### src/design/eac_pkg.sv
`timescale 1ns / 1ps
// eac_pkg: field widths, register indexes, reset values and shared types
// for the excitation angle corrector. No dependencies.
package eac_pkg;

    localparam int ANGLE_FRAC_BITS_DEF = 8;
    localparam int SUM_WIDTH_DEF       = 32;

    localparam int ANGLE_W    = 17;
    localparam int ERR_W      = 17;
    localparam int OUT_W      = 32;
    localparam int GAIN_W     = 20;
    localparam int LIMIT_W    = 31;
    localparam int STEP_W     = 16;
    localparam int SCALE_W    = 16;
    localparam int GAIN_FRAC  = 12;
    localparam int SPEED_FRAC = 8;

    localparam int IN_FIELDS_W  = 2 * ANGLE_W;
    localparam int IN_TDATA_W   = 40;
    localparam int OUT_FIELDS_W = ERR_W + OUT_W + ANGLE_W + OUT_W;
    localparam int OUT_TDATA_W  = 104;

    localparam int CFG_IDX_W  = 3;
    localparam int CFG_DATA_W = 31;

    localparam logic [CFG_IDX_W-1:0] CFG_INTEGRAL_ENABLE = 3'd0;
    localparam logic [CFG_IDX_W-1:0] CFG_GAIN_KI         = 3'd1;
    localparam logic [CFG_IDX_W-1:0] CFG_LIMIT_START     = 3'd2;
    localparam logic [CFG_IDX_W-1:0] CFG_LIMIT_STEP      = 3'd3;
    localparam logic [CFG_IDX_W-1:0] CFG_SPEED_SCALE     = 3'd4;

    localparam logic               INTEGRAL_ENABLE_RST = 1'b1;
    localparam logic [GAIN_W-1:0]  GAIN_KI_RST         = 20'd4096;
    localparam logic [LIMIT_W-1:0] LIMIT_START_RST     = 31'd23040;
    localparam logic [STEP_W-1:0]  LIMIT_STEP_RST      = 16'd256;
    localparam logic [SCALE_W-1:0] SPEED_SCALE_RST     = 16'd256;

    typedef struct packed {
        logic grow;
        logic shrink;
    } t_bound_move;

    function automatic int deg_to_fixed(input int degrees, input int frac_bits);
        return degrees * (1 << frac_bits);
    endfunction

    function automatic int angle_calc_width(input int frac_bits);
        return (frac_bits + 11 > 19) ? frac_bits + 11 : 19;
    endfunction

endpackage

### src/design/eac_drive.sv
`timescale 1ns / 1ps
// eac_drive: integral correction of the commanded angle and the bound move
// decision. Depends on eac_pkg.
module eac_drive #(
    parameter int ANGLE_FRAC_BITS = eac_pkg::ANGLE_FRAC_BITS_DEF,
    parameter int SUM_WIDTH       = eac_pkg::SUM_WIDTH_DEF
) (
    input  logic signed [SUM_WIDTH-1:0]     i_sum,
    input  logic [eac_pkg::ANGLE_W-1:0]     i_sensor_angle,
    input  logic [eac_pkg::ANGLE_W-1:0]     i_command_angle,
    input  logic [eac_pkg::GAIN_W-1:0]      i_gain_ki,
    input  logic                            i_integral_enable,
    output logic [eac_pkg::ANGLE_W-1:0]     o_drive_angle,
    output eac_pkg::t_bound_move            o_bound_move
);

    localparam int AW       = eac_pkg::angle_calc_width(ANGLE_FRAC_BITS);
    localparam int SAT_BITS = AW;
    localparam int DW       = AW + 3;
    localparam int MB       = AW + eac_pkg::GAIN_FRAC;
    localparam int MAG_W    = (SUM_WIDTH > MB) ? SUM_WIDTH : MB;
    localparam int PROD_W   = MB + eac_pkg::GAIN_W;
    localparam int RND_W    = PROD_W - eac_pkg::GAIN_FRAC;

    localparam logic signed [DW-1:0] DEG90  = DW'(eac_pkg::deg_to_fixed(90, ANGLE_FRAC_BITS));
    localparam logic signed [DW-1:0] DEG180 = DW'(eac_pkg::deg_to_fixed(180, ANGLE_FRAC_BITS));
    localparam logic signed [DW-1:0] DEG360 = DW'(eac_pkg::deg_to_fixed(360, ANGLE_FRAC_BITS));
    localparam logic [PROD_W-1:0] GAIN_HALF = PROD_W'(1 << (eac_pkg::GAIN_FRAC - 1));
    localparam logic [SAT_BITS:0] CORR_SAT  = {1'b1, {SAT_BITS{1'b0}}};

    logic                  sum_neg;
    logic [SUM_WIDTH-1:0]  sum_mag;
    logic [MAG_W-1:0]      mag_ext;
    logic                  mag_big;
    logic [PROD_W-1:0]     product;
    logic [RND_W-1:0]      rounded;
    logic [SAT_BITS:0]     corr_mag;
    logic signed [DW-1:0]  correction;
    logic signed [DW-1:0]  drive_raw;
    logic signed [DW-1:0]  drive_wrap;
    logic signed [DW-1:0]  drive_sat;
    logic signed [DW-1:0]  deviation;
    logic signed [DW-1:0]  dev_wrap;

    assign sum_neg = i_sum[SUM_WIDTH-1];
    assign sum_mag = sum_neg ? $unsigned(-i_sum) : $unsigned(i_sum);
    assign mag_ext = MAG_W'(sum_mag);
    assign mag_big = (mag_ext >> MB) != '0;
    assign product = PROD_W'(mag_ext[MB-1:0]) * PROD_W'(i_gain_ki);
    assign rounded = RND_W'((product + GAIN_HALF) >> eac_pkg::GAIN_FRAC);

    always_comb begin
        if ((mag_big && (i_gain_ki != '0)) || ((rounded >> SAT_BITS) != '0)) begin
            corr_mag = CORR_SAT;
        end else begin
            corr_mag = rounded[SAT_BITS:0];
        end
    end

    assign correction = sum_neg ? -$signed(DW'(corr_mag)) : $signed(DW'(corr_mag));
    assign drive_raw  = $signed(DW'(i_command_angle)) - correction;

    always_comb begin
        drive_wrap = drive_raw;
        if (drive_raw > DEG360) begin
            drive_wrap = drive_raw - DEG360;
        end else if (drive_raw < 0) begin
            drive_wrap = drive_raw + DEG360;
        end
        drive_sat = drive_wrap;
        if (drive_wrap < 0) begin
            drive_sat = '0;
        end else if (drive_wrap > DEG360) begin
            drive_sat = DEG360;
        end
    end

    assign deviation = $signed(DW'(i_sensor_angle)) - drive_sat;

    always_comb begin
        dev_wrap = deviation;
        if (deviation > DEG180) begin
            dev_wrap = deviation - DEG360;
        end else if (deviation < -DEG180) begin
            dev_wrap = deviation + DEG360;
        end
    end

    always_comb begin
        o_bound_move.grow   = i_integral_enable && (dev_wrap > DEG90);
        o_bound_move.shrink = i_integral_enable && (dev_wrap < -DEG90);
        o_drive_angle       = i_integral_enable ? drive_sat[eac_pkg::ANGLE_W-1:0]
                                                : i_command_angle;
    end

endmodule

### src/design/excitation_angle_corrector.sv
`timescale 1ns / 1ps
// excitation_angle_corrector: top level. Integral angle correction, bound
// adaptation and speed estimate. Depends on eac_pkg and eac_drive.
//
// Usage:
//   s_axis carries one angle pair per transfer; m_axis returns one result per
//   pair, in order. i_cfg_* writes one register per transfer (index, data);
//   o_cfg_ready is always high. Write registers only while no item is in
//   flight. Writing limit_start reloads the bound and clears the error sum.
//   Each accepted pair moves through the stage one, stage two and output
//   registers. Throughput: one pair per cycle unless the receiver stalls.
//   The error sum and bound form a loop: stage one clamps the next sum
//   against three candidate bounds while stage two settles the previous
//   item's bound move via the gain multiplier; the move picks among them.
//   Reset (synchronous, active low) empties the pipeline, loads register
//   defaults, loads the bound from limit_start and clears the error sum and
//   the previous sensor angle. When the receiver stalls, the output register
//   holds; the two stages behind it keep filling, then s_axis_tready drops.
module excitation_angle_corrector #(
    parameter int ANGLE_FRAC_BITS = eac_pkg::ANGLE_FRAC_BITS_DEF,
    parameter int SUM_WIDTH       = eac_pkg::SUM_WIDTH_DEF
) (
    input  logic                                i_clk,
    input  logic                                i_rst_n,
    input  logic                                i_cfg_valid,
    output logic                                o_cfg_ready,
    input  logic [eac_pkg::CFG_IDX_W-1:0]       i_cfg_index,
    input  logic [eac_pkg::CFG_DATA_W-1:0]      i_cfg_data,
    input  logic                                s_axis_tvalid,
    output logic                                s_axis_tready,
    // [16:0] sensor_angle, [33:17] command_angle, [39:34] zero
    input  logic [eac_pkg::IN_TDATA_W-1:0]      s_axis_tdata,
    output logic                                m_axis_tvalid,
    input  logic                                m_axis_tready,
    // [16:0] angle_error, [48:17] integrated_error, [65:49] drive_angle,
    // [97:66] speed_estimate, [103:98] zero
    output logic [eac_pkg::OUT_TDATA_W-1:0]     m_axis_tdata
);

    localparam int AW      = eac_pkg::angle_calc_width(ANGLE_FRAC_BITS);
    localparam int AV_W    = eac_pkg::ANGLE_W + 1;
    localparam int OW      = (SUM_WIDTH > eac_pkg::OUT_W) ? SUM_WIDTH : eac_pkg::OUT_W;
    localparam int LIM_W   = (SUM_WIDTH > eac_pkg::LIMIT_W) ? SUM_WIDTH : eac_pkg::LIMIT_W;
    localparam int SPD_P_W = eac_pkg::ANGLE_W + eac_pkg::SCALE_W;
    localparam int SPD_R_W = SPD_P_W - eac_pkg::SPEED_FRAC;

    localparam logic signed [AW-1:0] DEG180 = AW'(eac_pkg::deg_to_fixed(180, ANGLE_FRAC_BITS));
    localparam logic signed [AW-1:0] DEG360 = AW'(eac_pkg::deg_to_fixed(360, ANGLE_FRAC_BITS));
    localparam logic signed [SUM_WIDTH-1:0] SUM_MAX = {1'b0, {(SUM_WIDTH-1){1'b1}}};
    localparam logic signed [SUM_WIDTH-1:0] SUM_MIN = {1'b1, {(SUM_WIDTH-1){1'b0}}};
    localparam logic signed [SUM_WIDTH:0]   SUM_MAX_X = (SUM_WIDTH+1)'(SUM_MAX);
    localparam logic signed [SUM_WIDTH:0]   SUM_MIN_X = (SUM_WIDTH+1)'(SUM_MIN);
    localparam logic signed [OW-1:0] INT32_MAX_X = OW'(64'sd2147483647);
    localparam logic signed [OW-1:0] INT32_MIN_X = OW'(-64'sd2147483648);
    localparam logic [SPD_P_W-1:0] SPEED_HALF = SPD_P_W'(1 << (eac_pkg::SPEED_FRAC - 1));

    function automatic logic signed [SUM_WIDTH-1:0] bound_clamp(
        input logic signed [SUM_WIDTH-1:0] value,
        input logic signed [SUM_WIDTH-1:0] bound
    );
        logic signed [SUM_WIDTH-1:0] v;
        v = value;
        if (v >= bound) v = bound;
        if (v <= -bound) v = -bound;
        return v;
    endfunction

    function automatic logic signed [SUM_WIDTH-1:0] bound_from_limit(
        input logic [eac_pkg::LIMIT_W-1:0] limit
    );
        logic [LIM_W-1:0] wide;
        wide = LIM_W'(limit);
        if ((wide >> (SUM_WIDTH - 1)) != '0) return SUM_MAX;
        return $signed(SUM_WIDTH'(wide));
    endfunction

    // configuration
    logic                          r_integral_enable;
    logic [eac_pkg::GAIN_W-1:0]    r_gain_ki;
    logic [eac_pkg::STEP_W-1:0]    r_limit_step;
    logic [eac_pkg::SCALE_W-1:0]   r_speed_scale;
    logic                          cfg_fire;
    logic                          cfg_limit;

    // loop state
    logic signed [SUM_WIDTH-1:0]   r_err_sum;
    logic signed [SUM_WIDTH-1:0]   n_err_sum;
    logic signed [SUM_WIDTH-1:0]   r_bound;
    logic signed [SUM_WIDTH-1:0]   n_bound;
    logic [eac_pkg::ANGLE_W-1:0]   r_prev_sensor;

    // pipeline control
    logic r_v1;
    logic r_v2;
    logic r_vo;
    logic out_load;
    logic s2_out;
    logic s2_free;
    logic s1_out;
    logic s1_free;

    // stage one
    logic [eac_pkg::ANGLE_W-1:0]   r_s1_sensor;
    logic [eac_pkg::ANGLE_W-1:0]   r_s1_command;
    logic signed [AW-1:0]          s1_diff;
    logic signed [AW-1:0]          s1_fold;
    logic signed [AV_W-1:0]        s1_err;
    logic signed [SUM_WIDTH:0]     s1_sum_raw;
    logic signed [SUM_WIDTH-1:0]   s1_sum_sat;
    logic signed [SUM_WIDTH:0]     bound_up_raw;
    logic signed [SUM_WIDTH:0]     bound_dn_raw;
    logic signed [SUM_WIDTH-1:0]   bound_up;
    logic signed [SUM_WIDTH-1:0]   bound_dn;
    logic signed [SUM_WIDTH-1:0]   cand_keep;
    logic signed [SUM_WIDTH-1:0]   cand_up;
    logic signed [SUM_WIDTH-1:0]   cand_dn;
    logic signed [AW-1:0]          s1_step;
    logic signed [AW-1:0]          s1_step_wrap;

    // stage two
    logic [eac_pkg::ANGLE_W-1:0]   r_s2_sensor;
    logic [eac_pkg::ANGLE_W-1:0]   r_s2_command;
    logic [eac_pkg::ERR_W-1:0]     r_s2_err;
    logic signed [SUM_WIDTH-1:0]   r_s2_sum;
    logic signed [AV_W-1:0]        r_s2_delta;
    eac_pkg::t_bound_move          s2_move;
    logic [eac_pkg::ANGLE_W-1:0]   s2_drive;
    logic signed [OW-1:0]          s2_sum_ext;
    logic [eac_pkg::OUT_W-1:0]     s2_sum_out;
    logic                          s2_delta_neg;
    logic [eac_pkg::ANGLE_W-1:0]   s2_delta_mag;
    logic [SPD_P_W-1:0]            s2_speed_prod;
    logic [SPD_R_W-1:0]            s2_speed_mag;
    logic [eac_pkg::OUT_W-1:0]     s2_speed;

    // output register
    logic [eac_pkg::ERR_W-1:0]     r_o_err;
    logic [eac_pkg::OUT_W-1:0]     r_o_sum;
    logic [eac_pkg::ANGLE_W-1:0]   r_o_drive;
    logic [eac_pkg::OUT_W-1:0]     r_o_speed;

    assign o_cfg_ready = 1'b1;
    assign cfg_fire    = i_cfg_valid && o_cfg_ready;
    assign cfg_limit   = cfg_fire && (i_cfg_index == eac_pkg::CFG_LIMIT_START);

    assign out_load      = !r_vo || m_axis_tready;
    assign s2_out        = r_v2 && out_load;
    assign s2_free       = !r_v2 || out_load;
    assign s1_out        = r_v1 && s2_free;
    assign s1_free       = !r_v1 || s2_free;
    assign s_axis_tready = s1_free;

    // stage one: error fold, sum, candidate clamps, sensor step
    always_comb begin
        s1_diff = $signed(AW'(r_s1_sensor)) - $signed(AW'(r_s1_command));
        s1_fold = s1_diff;
        if (s1_diff >= DEG180 || s1_diff <= -DEG180) begin
            if (s1_diff > 0) begin
                s1_fold = s1_diff - DEG360;
            end else begin
                s1_fold = s1_diff + DEG360;
            end
        end
        s1_err = s1_fold[AV_W-1:0];

        s1_sum_raw = (SUM_WIDTH+1)'(r_err_sum) + (SUM_WIDTH+1)'(s1_err);
        if (s1_sum_raw > SUM_MAX_X) begin
            s1_sum_sat = SUM_MAX;
        end else if (s1_sum_raw < SUM_MIN_X) begin
            s1_sum_sat = SUM_MIN;
        end else begin
            s1_sum_sat = s1_sum_raw[SUM_WIDTH-1:0];
        end

        bound_up_raw = (SUM_WIDTH+1)'(r_bound) + $signed((SUM_WIDTH+1)'(r_limit_step));
        bound_dn_raw = (SUM_WIDTH+1)'(r_bound) - $signed((SUM_WIDTH+1)'(r_limit_step));
        bound_up = (bound_up_raw > SUM_MAX_X) ? SUM_MAX : bound_up_raw[SUM_WIDTH-1:0];
        bound_dn = (bound_dn_raw < -SUM_MAX_X) ? -SUM_MAX : bound_dn_raw[SUM_WIDTH-1:0];

        cand_keep = bound_clamp(s1_sum_sat, r_bound);
        cand_up   = bound_clamp(s1_sum_sat, bound_up);
        cand_dn   = bound_clamp(s1_sum_sat, bound_dn);

        s1_step      = $signed(AW'(r_s1_sensor)) - $signed(AW'(r_prev_sensor));
        s1_step_wrap = s1_step;
        if (s1_step > DEG180) begin
            s1_step_wrap = s1_step - DEG360;
        end else if (s1_step < -DEG180) begin
            s1_step_wrap = s1_step + DEG360;
        end
    end

    // resolve loop state: the item leaving stage two picks the bound
    always_comb begin
        n_bound   = r_bound;
        n_err_sum = r_err_sum;
        if (cfg_limit) begin
            n_bound   = bound_from_limit(i_cfg_data);
            n_err_sum = '0;
        end else begin
            if (s2_out && s2_move.grow) begin
                n_bound = bound_up;
            end else if (s2_out && s2_move.shrink) begin
                n_bound = bound_dn;
            end
            if (s1_out) begin
                if (s2_out && s2_move.grow) begin
                    n_err_sum = cand_up;
                end else if (s2_out && s2_move.shrink) begin
                    n_err_sum = cand_dn;
                end else begin
                    n_err_sum = cand_keep;
                end
            end
        end
    end

    // stage two: drive angle, bound move, speed, output saturation
    eac_drive #(
        .ANGLE_FRAC_BITS (ANGLE_FRAC_BITS),
        .SUM_WIDTH       (SUM_WIDTH)
    ) u_drive (
        .i_sum             (r_s2_sum),
        .i_sensor_angle    (r_s2_sensor),
        .i_command_angle   (r_s2_command),
        .i_gain_ki         (r_gain_ki),
        .i_integral_enable (r_integral_enable),
        .o_drive_angle     (s2_drive),
        .o_bound_move      (s2_move)
    );

    always_comb begin
        s2_sum_ext = OW'(r_s2_sum);
        if (s2_sum_ext > INT32_MAX_X) begin
            s2_sum_out = INT32_MAX_X[eac_pkg::OUT_W-1:0];
        end else if (s2_sum_ext < INT32_MIN_X) begin
            s2_sum_out = INT32_MIN_X[eac_pkg::OUT_W-1:0];
        end else begin
            s2_sum_out = s2_sum_ext[eac_pkg::OUT_W-1:0];
        end
    end

    assign s2_delta_neg  = r_s2_delta[AV_W-1];
    assign s2_delta_mag  = s2_delta_neg ? eac_pkg::ANGLE_W'($unsigned(-r_s2_delta))
                                        : eac_pkg::ANGLE_W'($unsigned(r_s2_delta));
    assign s2_speed_prod = SPD_P_W'(s2_delta_mag) * SPD_P_W'(r_speed_scale);
    assign s2_speed_mag  = SPD_R_W'((s2_speed_prod + SPEED_HALF) >> eac_pkg::SPEED_FRAC);
    assign s2_speed      = s2_delta_neg ? -eac_pkg::OUT_W'(s2_speed_mag)
                                        : eac_pkg::OUT_W'(s2_speed_mag);

    // control and state
    always_ff @(posedge i_clk) begin
        if (!i_rst_n) begin
            r_integral_enable <= eac_pkg::INTEGRAL_ENABLE_RST;
            r_gain_ki         <= eac_pkg::GAIN_KI_RST;
            r_limit_step      <= eac_pkg::LIMIT_STEP_RST;
            r_speed_scale     <= eac_pkg::SPEED_SCALE_RST;
            r_err_sum         <= '0;
            r_bound           <= bound_from_limit(eac_pkg::LIMIT_START_RST);
            r_prev_sensor     <= '0;
            r_v1              <= 1'b0;
            r_v2              <= 1'b0;
            r_vo              <= 1'b0;
        end else begin
            if (cfg_fire) begin
                case (i_cfg_index)
                    eac_pkg::CFG_INTEGRAL_ENABLE: begin
                        r_integral_enable <= i_cfg_data[0];
                    end
                    eac_pkg::CFG_GAIN_KI: begin
                        r_gain_ki <= i_cfg_data[eac_pkg::GAIN_W-1:0];
                    end
                    eac_pkg::CFG_LIMIT_STEP: begin
                        r_limit_step <= i_cfg_data[eac_pkg::STEP_W-1:0];
                    end
                    eac_pkg::CFG_SPEED_SCALE: begin
                        r_speed_scale <= i_cfg_data[eac_pkg::SCALE_W-1:0];
                    end
                    default: begin
                    end
                endcase
            end
            r_err_sum <= n_err_sum;
            r_bound   <= n_bound;
            if (s1_out) begin
                r_prev_sensor <= r_s1_sensor;
            end
            if (s1_free) begin
                r_v1 <= s_axis_tvalid;
            end
            if (s2_free) begin
                r_v2 <= r_v1;
            end
            if (out_load) begin
                r_vo <= r_v2;
            end
        end
    end

    // payload
    always_ff @(posedge i_clk) begin
        if (s_axis_tvalid && s1_free) begin
            r_s1_sensor  <= s_axis_tdata[eac_pkg::ANGLE_W-1:0];
            r_s1_command <= s_axis_tdata[eac_pkg::IN_FIELDS_W-1:eac_pkg::ANGLE_W];
        end
        if (s1_out) begin
            r_s2_sensor  <= r_s1_sensor;
            r_s2_command <= r_s1_command;
            r_s2_err     <= s1_err[eac_pkg::ERR_W-1:0];
            r_s2_sum     <= n_err_sum;
            r_s2_delta   <= s1_step_wrap[AV_W-1:0];
        end
        if (s2_out) begin
            r_o_err   <= r_s2_err;
            r_o_sum   <= s2_sum_out;
            r_o_drive <= s2_drive;
            r_o_speed <= s2_speed;
        end
    end

    assign m_axis_tvalid = r_vo;
    assign m_axis_tdata  = {{(eac_pkg::OUT_TDATA_W - eac_pkg::OUT_FIELDS_W){1'b0}},
                            r_o_speed, r_o_drive, r_o_sum, r_o_err};

    a_bound_range: assert property (@(posedge i_clk) disable iff (!i_rst_n)
        (r_bound <= SUM_MAX) && (r_bound >= -SUM_MAX))
        else $error("bound left its range");

    a_move_off: assert property (@(posedge i_clk) disable iff (!i_rst_n)
        !r_integral_enable |-> !(s2_move.grow || s2_move.shrink))
        else $error("bound move with integral mode off");

    a_bound_hold: assert property (@(posedge i_clk) disable iff (!i_rst_n)
        (i_rst_n && !s2_out && !cfg_limit) |=> $stable(r_bound))
        else $error("bound changed without a stage two transfer");

    a_fill: assert property (@(posedge i_clk) disable iff (!i_rst_n)
        (i_rst_n && s_axis_tvalid && s_axis_tready) |=> r_v1)
        else $error("accepted item missing from stage one");

endmodule
### config.mk
export PLATFORM = sky130hd
export DESIGN_NAME = excitation_angle_corrector
export DESIGN_NICKNAME = d
export VERILOG_FILES = /design/src/design/eac_pkg.sv /design/src/design/eac_drive.sv /design/src/design/excitation_angle_corrector.sv
export SDC_FILE = /design/constraint.sdc
export NUM_CORES = 2
export LEC_CHECK = 0
export BUFFER_PORTS_ARGS = -buffer_cell sky130_fd_sc_hd__buf_2
export CAP_MARGIN = 20
export CORE_MARGIN = 2
export CORE_UTILIZATION = 29
export CTS_CLUSTER_SIZE = 40
export DETAILED_ROUTE_END_ITERATION = 10
export PLACE_DENSITY = 0.39
export SLEW_MARGIN = 10
export SYNTH_ARGS = -nofsm -noshare
export SYNTH_HDL_FRONTEND = slang
export SYNTH_SLANG_ARGS = --single-unit
export TNS_END_PERCENT = 20
### constraint.sdc
create_clock -name i_clk -period 41.7 [get_ports i_clk]
set_clock_uncertainty 0.1 [all_clocks]
set_input_delay 2.085 -clock i_clk [delete_from_list [all_inputs] [get_ports i_clk]]
set_output_delay 2.085 -clock i_clk [all_outputs]
set_load 0.005 [all_outputs]
==> flow_metrics.env <==
export IMPL_outcome="finished clean"
export IMPL_min_period_over_period_pct=60.42
export IMPL_pre_cts_ws_ps=16640
export IMPL_yosysUniqueCellTypes=98
export IMPL_min_path_type="reg2reg"
export IMPL_clkSlewWorstSetupHoldPaths_ps=60
export IMPL_met1Wirelength_mm=108.8
export IMPL_vias_in_the_first_global_route=56130
export IMPL_synth_top_cell_area_share_pct=22.58
export IMPL_cp_max_fo=30
export IMPL_fp_dieArea_um2=228500
export IMPL_finish_utilization_pct=31.86
export IMPL_design_final_nets=9234
export IMPL_cts_hold_repair_buffers=0
export IMPL_routed_wl_mm=243.6
export IMPL_worst_setup_path_start_kind="flop"
export IMPL_critical_path_slowest_cell="nor4_1"
export IMPL_initialDrtViolationCount=3410
export IMPL_row_count=174
export IMPL_timing_critical_path_arrival_ps=25400
export IMPL_timing_hold_worst_endpoint="r_o_err[9]"
export IMPL_cpLargestDelayFamily="compound AO/OA/AOI/OAI gates"
export IMPL_critical_path_max_stage_delay_ps=870
export IMPL_core_region_area_um2=224000
export IMPL_critical_path_n_buffers_inverters=12
export IMPL_drcViolationCount=0
export IMPL_count_of_flip_flops_with_a_built_in_enable_after_synthesis=233
export IMPL_ys_warn_count=0
export IMPL_floorplan_die_width_um=478
export IMPL_proportion_of_layout_cells_with_a_drive_suffix_above_1_pct=6.967
export IMPL_port_buffer_count=172
export IMPL_top_signal_layer_used="met5"
export IMPL_avgViaCountPerCell=5.078
export IMPL_hold_path_cell_count=0
export IMPL_period_minus_slack_ps=25200
export IMPL_clock_tree_buffer_depth=3
export IMPL_synth_largest_area_cell="fa_1"
export IMPL_place_hpwl_mm=193.8
export IMPL_die_h_um=478
export IMPL_synth_top_cells_by_area="fa_1 23%, ha_1 12%, edfxtp_1 11%, inv_1 6.3%, nand2_1 5.4%"
export IMPL_clock_tree_root_cell="clkbuf_16"
export IMPL_mappedNetlistArea_um2=65160
export IMPL_hold_path_startpoint="r_s2_err[9]"
export IMPL_routabilityCongestion=0.8960
export IMPL_grt_setup_unrepaired="no"
export IMPL_ys_seq_elements=370
export IMPL_vias=54950
export IMPL_peak_clock_frequency_supported_by_timing_ghz=0.03969
export IMPL_flow_area_growth_from_synthesis_pct=9.529
export IMPL_final_setup_worst_slack_ps=16500
export IMPL_timing_max_transition_violations_final=0
export IMPL_regToRegSetupSlack_ps=16500
export IMPL_syn_instance_count=7827
export IMPL_setup_worst_path_end_class="flop"
export IMPL_number_of_buffers_inserted_during_clock_tree_synthesis=51
export IMPL_timing_final_setup_violations=0
export IMPL_wire_length_of_the_first_global_routing_pass_mm=368.2
export IMPL_grt_start_max_net_pins=76
export IMPL_firstDrtPassIters=6
export IMPL_critical_r2r_capture="r_s2_sum[26]"
export IMPL_clkLatencyLatePin_ps=710
export IMPL_post_cts_buffers=0
export IMPL_wl_met2_mm=115.1
export IMPL_cts_htree_levels=2
export IMPL_grt_remaining_overflow=0
export IMPL_io_pin_count=186
export IMPL_timing_slew_headroom_pct=19.64
export IMPL_wl_met3_mm=8.229
export IMPL_tritoncts_clock_tree="built"
export IMPL_clkSinkCount=370
export IMPL_n_fill_cell=23770
export IMPL_synth_yosys_seq_area_share_pct=14.95
export IMPL_path_class="reg2reg"
export IMPL_rr_worst_depth=76
export IMPL_cts_repair_resize_count=0
export IMPL_critPathRequiredTime_ps=41900
export IMPL_async_flop_share_pct=0
export IMPL_most_used_dff_post_synth="edfxtp_1"
export IMPL_overall_global_routing_resource_usage_pct=21.20
export IMPL_syn_avg_cell_area_um2=8.325
export IMPL_number_of_antenna_violations_at_the_first_check_in_global_routing=15
export IMPL_report_final_hold_viol_count=0
export IMPL_drtAntennaViolNets=0
export IMPL_setup_total_negative_slack_ps=0
export IMPL_regToRegStartpoint="r_s2_sum[7]"
export IMPL_worst_slew_pin_slew_ps=1205
export IMPL_drt_wirelength_per_cell_um=22.52
export IMPL_starting_density_of_the_core_pct=29.08
export IMPL_max_cap_violations=0
==> worst max path at each step <==
stage,from,to,slack (ps),depth (start not counted)
floorplan,r_s2_sum[7],r_s2_sum[18],21350,78
CTS,r_s2_sum[7],r_s2_sum[26],16560,74
global placement,r_s2_sum[7],r_s2_sum[26],16720,76
finish,r_s2_sum[7],r_s2_sum[26],16500,76
global route,r_s2_sum[3],r_s2_sum[26],14500,76
detailed placement,r_s2_sum[7],r_s2_sum[26],16640,74
==> flip-flops by register name (all words and copies together) (netlist names), 18 cells and up <==
register    count
r_bound        32
r_err_sum      32
r_gain_ki      20
r_o_speed      32
r_o_sum        32
r_s2_delta     18
r_s2_sum       32
==> cells in the final DEF (no fill, tap or decap), types with 18 or more instances in the layout <==
| cell type | count |
|---|---|
| xnor2_1 | 222 |
| nand4_1 | 89 |
| a211oi_1 | 63 |
| buf_2 | 171 |
| dfxtp_1 | 137 |
| nor2_1 | 390 |
| or3_1 | 58 |
| o21ai_0 | 301 |
| fa_1 | 735 |
| inv_1 | 1099 |
| a21boi_0 | 111 |
| mux2_2 | 24 |
| clkbuf_16 | 53 |
| a21o_1 | 127 |
| o22ai_1 | 18 |
| buf_4 | 140 |
| o211ai_1 | 68 |
| edfxtp_1 | 233 |
| a31oi_1 | 37 |
| a21oi_1 | 331 |
| or4_1 | 19 |
| a211o_1 | 25 |
| nor2b_1 | 220 |
| nand3_1 | 111 |
| nand2_1 | 928 |
| o21bai_1 | 31 |
| ha_1 | 639 |
| o21a_1 | 87 |
| nor4_1 | 45 |
| and3_1 | 40 |
| or2_2 | 33 |
| nor3b_1 | 19 |
| and2_1 | 414 |
| xor2_1 | 69 |
| o31ai_1 | 41 |
| nand2b_1 | 84 |
| nor3_1 | 140 |
| mux2i_1 | 74 |
==> layer usage <==
metal / track usage [%] / vias to the layer above
met4: 8.726 / 4
met3: 1.848 / 315
li1: - / 25950
met2: 35.59 / 1093
met1: 27.94 / 27590
met5: 0 / -
==> cell families after synthesis <==
logic type	share of synthesized area [%]
compound gates	15.23
fa+ha+maj	34.85
flops	14.95
simple gates	20.23
xor+xnor	4.313
other cells	0.01153
mux	1.552
buf+inv	8.860
==> Yosys cell counts (33+ instances only) <==
library cell / number
inv_1: 1099
nand2_1: 930
fa_1: 735
ha_1: 639
and2_1: 414
nor2_1: 393
clkbuf_1: 380
a21oi_1: 331
o21ai_0: 302
xnor2_1: 242
edfxtp_1: 233
nor2b_1: 221
nor3_1: 140
dfxtp_1: 137
a21o_1: 127
nand3_1: 112
a21boi_0: 111
nand4_1: 89
o21a_1: 87
nand2b_1: 84
xor2_1: 77
mux2i_1: 74
o211ai_1: 68
a211oi_1: 64
or3_1: 58
nor4_1: 45
o31ai_1: 43
and3_1: 40
a31oi_1: 38
or2_2: 33
==> final cells by class <==
cell class / count / area [um^2] / share of cell area, %
tap: 2992 / 3744 / 5.246
antenna: 6 / 15.01 / 0.02104
inverter: 1111 / 4175 / 5.851
clock inverter: 35 / 342.8 / 0.4804
clock buffer: 60 / 1363 / 1.909
multi-input combinational: 5936 / 50080 / 70.17
sequential: 370 / 9739 / 13.65
timing repair buffer: 311 / 1907 / 2.672
==> metrics by stage <==
stage          hold slack [ps]  std cells  cell area [um^2]
6_report                 321.6      10820             71360
5_1_grt                  331.8      10820             71350
4_1_cts                  322.9      10820             71350
3_5_place_dp             307.2      10720             69640
3_3_place_gp             304.1      10720             69640
2_1_floorplan            300.3       7832             65180
Power is not shown: default switching activity piles up to over one toggle a cycle in this logic, so the estimate is an artifact.
